$ cat src/display_list_face_extractor_macros.svh
// Assertion helpers for the display list face extractor.
// Each helper checks on the rising clock edge and is off while reset is held.
`ifndef DISPLAY_LIST_FACE_EXTRACTOR_MACROS_SVH
`define DISPLAY_LIST_FACE_EXTRACTOR_MACROS_SVH

// The consequent must hold in the same cycle as the antecedent.
`define DLFE_ASSERT_SAME(label, clk, rst_n, ante, cons) \
	label: assert property (@(posedge clk) disable iff (!rst_n) (ante) |-> (cons)) \
		else $error("display list face extractor: same-cycle check failed");

// The consequent must hold in the cycle after the antecedent.
`define DLFE_ASSERT_NEXT(label, clk, rst_n, ante, cons) \
	label: assert property (@(posedge clk) disable iff (!rst_n) (ante) |=> (cons)) \
		else $error("display list face extractor: next-cycle check failed");

`endif

$ cat src/dlfe_pkg.sv
`timescale 1ns / 1ps

package dlfe_pkg;

	localparam int unsigned CMD_W            = 64;
	localparam int unsigned VC_W             = 13;
	localparam int unsigned VIDX_W           = 12;
	localparam int unsigned CACHE_SLOTS      = 16;
	localparam int unsigned SLOT_W           = 4;
	localparam int unsigned MAX_VERTICES_DEF = 4096;

	// Result queue: one bank per result a single command can produce.
	localparam int unsigned MAX_RESULTS = 4;
	localparam int unsigned QUEUE_ROWS  = 4;
	localparam int unsigned QUEUE_CAP   = MAX_RESULTS * QUEUE_ROWS;
	localparam int unsigned BANK_W      = $clog2(MAX_RESULTS);
	localparam int unsigned ROW_W       = $clog2(QUEUE_ROWS);
	localparam int unsigned QPTR_W      = BANK_W + ROW_W;
	localparam int unsigned QLVL_W      = $clog2(QUEUE_CAP + 1);
	localparam int unsigned CNT_W       = $clog2(MAX_RESULTS + 1);

	localparam logic [7:0] OP_NOOP     = 8'hC0;
	localparam logic [7:0] OP_VTX      = 8'h04;
	localparam logic [7:0] OP_TRI4     = 8'hB1;
	localparam logic [7:0] OP_CLEARGEO = 8'hB6;
	localparam logic [7:0] OP_SETGEO   = 8'hB7;
	localparam logic [7:0] OP_END      = 8'hB8;
	localparam logic [7:0] OP_TRI1     = 8'hBF;

	localparam int unsigned CULL_BIT  = 13;
	localparam logic [15:0] GROUP_MAX = 16'hFFFF;

	localparam logic KIND_FACE = 1'b0;
	localparam logic KIND_KEPT = 1'b1;

	// x / 10 for any 8-bit x equals (x * 205) >> 11.
	localparam logic [15:0] DIV10_MUL   = 16'd205;
	localparam int unsigned DIV10_SHIFT = 11;

	typedef struct packed {
		logic [CMD_W-1:0] command;
		logic             last_of_list;
	} cmd_item_t;

	typedef struct packed {
		logic              result_kind;
		logic [31:0]       face_id;
		logic [VIDX_W-1:0] vertex_a;
		logic [VIDX_W-1:0] vertex_b;
		logic [VIDX_W-1:0] vertex_c;
		logic [15:0]       draw_group;
		logic [31:0]       texture_high;
		logic [31:0]       texture_low;
		logic              cull_back;
		logic [CMD_W-1:0]  kept_command;
		logic              last_result;
	} res_item_t;

	// All results of one command, packed from index 0 upward.
	typedef struct packed {
		res_item_t [MAX_RESULTS-1:0] item;
		logic [CNT_W-1:0]            count;
	} res_batch_t;

	typedef struct packed {
		logic [QLVL_W-1:0] level;
		logic              near_full;
	} rq_status_t;

	function automatic logic [SLOT_W:0] div10(input logic [7:0] x);
		logic [15:0] prod;
		prod = 16'(x) * DIV10_MUL;
		return prod[DIV10_SHIFT +: SLOT_W + 1];
	endfunction

endpackage

$ cat src/dlfe_rqueue.sv
`timescale 1ns / 1ps

module dlfe_rqueue (
	input  logic                  clk,
	input  logic                  arst_n,
	input  dlfe_pkg::res_batch_t  wr,
	output logic                  res_valid,
	input  logic                  res_stall,
	output dlfe_pkg::res_item_t   res_data,
	output dlfe_pkg::rq_status_t  stat
);

	localparam int unsigned NB  = dlfe_pkg::MAX_RESULTS;
	localparam int unsigned BW  = dlfe_pkg::BANK_W;
	localparam int unsigned PW  = dlfe_pkg::QPTR_W;
	localparam int unsigned LW  = dlfe_pkg::QLVL_W;
	localparam int unsigned CW  = dlfe_pkg::CNT_W;
	localparam int unsigned CAP = dlfe_pkg::QUEUE_CAP;

	logic [PW-1:0]        wp_q;
	logic [PW-1:0]        rp_q;
	logic [LW-1:0]        level_q;
	logic                 out_vld_q;
	logic [BW-1:0]        sel_q;
	dlfe_pkg::res_item_t  rdata_q [NB];
	logic                 pop;
	logic                 rd_en;

	assign pop   = out_vld_q && !res_stall;
	// Only entries written at an earlier edge are read, so a read never meets a write.
	assign rd_en = (level_q != '0) && (!out_vld_q || pop);

	// Result j of a command goes to bank (wp + j) mod NB, so no bank sees two writes.
	for (genvar b = 0; b < NB; b++) begin : g_bank
		localparam logic [BW-1:0] BANK = BW'(b);
		dlfe_pkg::res_item_t  mem [dlfe_pkg::QUEUE_ROWS];
		logic [BW-1:0]        slot_j;
		logic [PW-1:0]        waddr;
		logic                 we;

		assign slot_j = BANK - wp_q[BW-1:0];
		assign waddr  = wp_q + PW'(slot_j);
		assign we     = CW'(slot_j) < wr.count;

		always_ff @(posedge clk) begin
			if (we) begin
				mem[waddr[PW-1:BW]] <= wr.item[slot_j];
			end
		end

		always_ff @(posedge clk) begin
			if (rd_en && (rp_q[BW-1:0] == BANK)) begin
				rdata_q[b] <= mem[rp_q[PW-1:BW]];
			end
		end
	end

	always_ff @(posedge clk or negedge arst_n) begin
		if (!arst_n) begin
			wp_q      <= '0;
			rp_q      <= '0;
			level_q   <= '0;
			out_vld_q <= 1'b0;
			sel_q     <= '0;
		end else begin
			wp_q    <= wp_q + PW'(wr.count);
			level_q <= level_q + LW'(wr.count) - LW'(rd_en);
			if (rd_en) begin
				rp_q      <= rp_q + PW'(1);
				sel_q     <= rp_q[BW-1:0];
				out_vld_q <= 1'b1;
			end else if (pop) begin
				out_vld_q <= 1'b0;
			end
		end
	end

	assign res_valid      = out_vld_q;
	assign res_data       = rdata_q[sel_q];
	assign stat.level     = level_q;
	// Room must remain for the command in decode and one more behind it.
	assign stat.near_full = level_q > LW'(CAP - 2 * NB);

endmodule

$ cat config.mk
export PLATFORM = sky130hd
export DESIGN_NAME = dlfe_rqueue
export DESIGN_NICKNAME = d
export VERILOG_FILES = /design/src/display_list_face_extractor_macros.svh /design/src/dlfe_pkg.sv /design/src/dlfe_rqueue.sv
export SDC_FILE = /design/constraint.sdc
export NUM_CORES = 2
export LEC_CHECK = 0
export BUFFER_PORTS_ARGS = -buffer_cell sky130_fd_sc_hd__buf_2
export CAP_MARGIN = 20
export CORE_ASPECT_RATIO = 0.8
export CORE_UTILIZATION = 40
export CTS_BUF_LIST = sky130_fd_sc_hd__clkbuf_8
export DETAILED_ROUTE_END_ITERATION = 16
export PLACE_DENSITY = 0.67
export SLEW_MARGIN = 20
export SYNTH_ARGS = -nofsm -noshare
export SYNTH_HDL_FRONTEND = slang
export SYNTH_MEMORY_MAX_BITS = 65536
export SYNTH_SLANG_ARGS = --single-unit
$ cat constraint.sdc
create_clock -name clk -period 19.95 [get_ports clk]
set_input_delay 2.9925 -clock clk [delete_from_list [all_inputs] [get_ports clk]]
set_output_delay 2.9925 -clock clk [all_outputs]
set_load 0.02 [all_outputs]
==> flow_summary.json <==
{
  "status": "finished clean",
  "synthTopCellsByArea": "edfxtp_1 (73%), mux4_2 (25%), buf_2 (0.66%), buf_4 (0.44%), dfrtp_1 (0.23%)",
  "syn-cell-area_mm2": 0.176,
  "port_buffers": 1087,
  "worstReg2RegEnd": "g_bank[0].mem[1][163]",
  "synth_flop_cell": "edfxtp_1",
  "syn_area_per_cell_um2": 25.9,
  "post-cts-setup-buffers": 0,
  "synth_warnings": 0,
  "clock_skew_ns": 0.0772,
  "crit_type": "flip-flop to primary output",
  "yosysUniqueCellTypes": 34,
  "syn-num-nets": 7702,
  "arrival_ns": 5.06,
  "r2r-start": "wp_q[0]",
  "dr_wl_met2_um": 215000,
  "min_to": "res_valid",
  "ctsHoldBuffers": 0,
  "antenna_found_initial": 164,
  "io_pins": 1088,
  "fin_util_pct": 45.8,
  "grt_pass1_wl_um": 641000,
  "synth_common_cells": "edfxtp_1 (4300), mux4_2 (1935), buf_2 (232), buf_4 (103), buf_1 (46)",
  "leakage_nw": 64.7,
  "synth_top_area_cell": "edfxtp_1",
  "hold_path_depth": 2,
  "finalCriticalPeriod_ns": 8.06,
  "fp.dieH_um": 596,
  "fmax_ghz": 0.124,
  "cts_sinks": 4316,
  "area_delta_synth_final_pct": 13.7,
  "tritoncts": "yes",
  "grt_use_total_pct": 19.9,
  "topRoutingLayerUsed": "met5",
  "num_vias": 87002,
  "die_area_mm2": 0.444,
  "syn_inst": 6809,
  "rows": 217,
  "fin_setup_tns_ns": 0,
  "relSlewSlack_pct": 3.66,
  "rr_worst_depth": 8,
  "pwr_density_cell_mw_per_mm2": 203,
  "peakVddDrop_mv": 0.272,
  "drt-vias-per-instance": 5.91,
  "cp.required_ns": 16.96,
  "die_w_um": 745,
  "dp_hpwl_um": 286000,
  "final_hold_viol_count": 0,
  "core_area_mm2": 0.438,
  "hold_class": "flip-flop to flip-flop",
  "cts_max_level": 6,
  "cts_made_buffers": 648,
  "synth_sequential_area_ratio_pct": 73.4,
  "fin_nets": 9180,
  "synth_edf_count": 4300,
  "min_from": "res_valid",
  "finalSetupViolations": 0,
  "wl_um": 452000,
  "yosysMostFrequentCell": "edfxtp_1",
  "wl_per_cell_um": 30.7,
  "synth_top_area_share_pct": 73.2,
  "drc": 0,
  "gp_congestion": 0.867,
  "clk_latency_ns": 1.23,
  "grt_overflow": 0,
  "fin_crit_sh_pct": 40.4,
  "dr.pass1.iters": 5,
  "reg2reg_slack_ns": 12.60,
  "drive_gt1_share_pct": 45.7,
  "wl_met3_um": 44100,
  "clockBufferDepth": 4,
  "cts-root-buf": "clkbuf_8",
  "drt-met1-wl_um": 179000,
  "start_kind": "flip-flop",
  "postRouteAntennaNets": 0,
  "rsz0062_at_grt": "false",
  "synthArstFlopShare_pct": 0.371,
  "initial_core_util_pct": 40.3,
  "worstMarginPinSlew_ns": 1.45,
  "cp_max_fo": 34,
  "grt_max_degree": 132,
  "slew_viol_final": 0,
  "cts_resized": 0,
  "worstSetupEndpointType": "primary output",
  "grt_pass1_vias": 88474,
  "drt_iter0_drc": 10688,
  "clk_transition_reported_paths_ns": 0.06,
  "maxCapViolations": 0,
  "ys_ff_latch": 4316
}
==> power by group <==
part | internal (mW) | switching [mW]
combinational | 5.84 | 9.54
sequential | 17.5 | 1.17
clock | 3.32 | 3.44
total | 26.7 | 14.2
==> through the flow <==
step | cell area (um^2) | total power [mW] | worst slack, ns | cells | hold slack [ns]
after floorplan | 176000 | 30.0 | 6.38 | 6809 | 0.554
after global placement | 188000 | 33.8 | 12.34 | 13440 | 0.493
after detailed placement | 188000 | 34.5 | 12.11 | 13440 | 0.542
after CTS | 200000 | 41.3 | 11.54 | 14591 | 0.573
after global routing | 200000 | 42.6 | 11.49 | 14647 | 0.601
final | 201000 | 40.8 | 11.89 | 14710 | 0.569
==> how the worst max path moves through the flow <==
| stage | from | endpoint | depth (start not counted) |
|---|---|---|---|
| global placement | wp_q[0] | g_bank[1].mem[0][146] | 8 |
| floorplan | wr[1] | g_bank[3].mem[2][0] | 6 |
| finish | sel_q[0] | res_data[139] | 5 |
| CTS | sel_q[0] | res_data[139] | 5 |
| global route | sel_q[0] | res_data[139] | 5 |
| detailed placement | wp_q[0] | g_bank[0].mem[0][147] | 8 |
==> layout make-up <==
type	instances	area [um^2]
fillers	35562	237000
well taps	5803	7260
clock buffers	652	8970
repair buffers	1263	6980
inverters	24	90.1
multi-input cells	2034	44500
clock inverters	499	2940
flip-flops and latches	4316	130000
diodes	119	298
==> sequential cells by signal (all words and copies together), names as in the netlist <==
signal      flops
wp_q            4
rdata_q       860
res_valid       1
rp_q            4
g_bank.mem   3440
level_q         5
sel_q           2
==> worst max-delay path, cell delays in order (launching register included) <==
cell     delay, ns
dfrtp_4       0.76
buf_4         0.74
buf_4         0.56
buf_4         0.77
mux4_2        0.68
buf_2         0.23
==> layout by cell type, fill, tap and decap left out, types with 15 or more instances in the layout <==
cell type / synthesis / layout
buf_12: 0 / 17
buf_2: 232 / 1087
buf_4: 103 / 157
bufinv_16: 0 / 18
clkbuf_8: 0 / 652
clkinv_1: 0 / 168
clkinv_2: 0 / 62
clkinv_8: 0 / 15
diode_2: 0 / 119
edfxtp_1: 4300 / 4300
ha_1: 25 / 24
inv_1: 24 / 214
mux4_2: 1935 / 1935
==> cells by family (layout without fill, tap and decap cells) <==
| logic type | count (synthesis) | in the layout | share of synthesized area [%] |
|---|---|---|---|
| mux | 1937 | 1937 | 24.7 |
| compound gates | 17 | 17 | 0.0610 |
| xor+xnor | 14 | 14 | 0.0695 |
| flops | 4316 | 4316 | 73.4 |
| fa+ha+maj | 27 | 27 | 0.200 |
| simple gates | 39 | 39 | 0.111 |
| buf+inv | 459 | 2438 | 1.45 |
| other cells | 0 | 119 | 0 |
==> per-layer routing <==
layer / vias up / global-route usage, %
met1: 46992 / 28.2
li1: 33891 / -
met5: - / 0.282
met3: 818 / 4.38
met2: 5237 / 31.2
met4: 64 / 6.07
(Power assumes the default switching activity.)
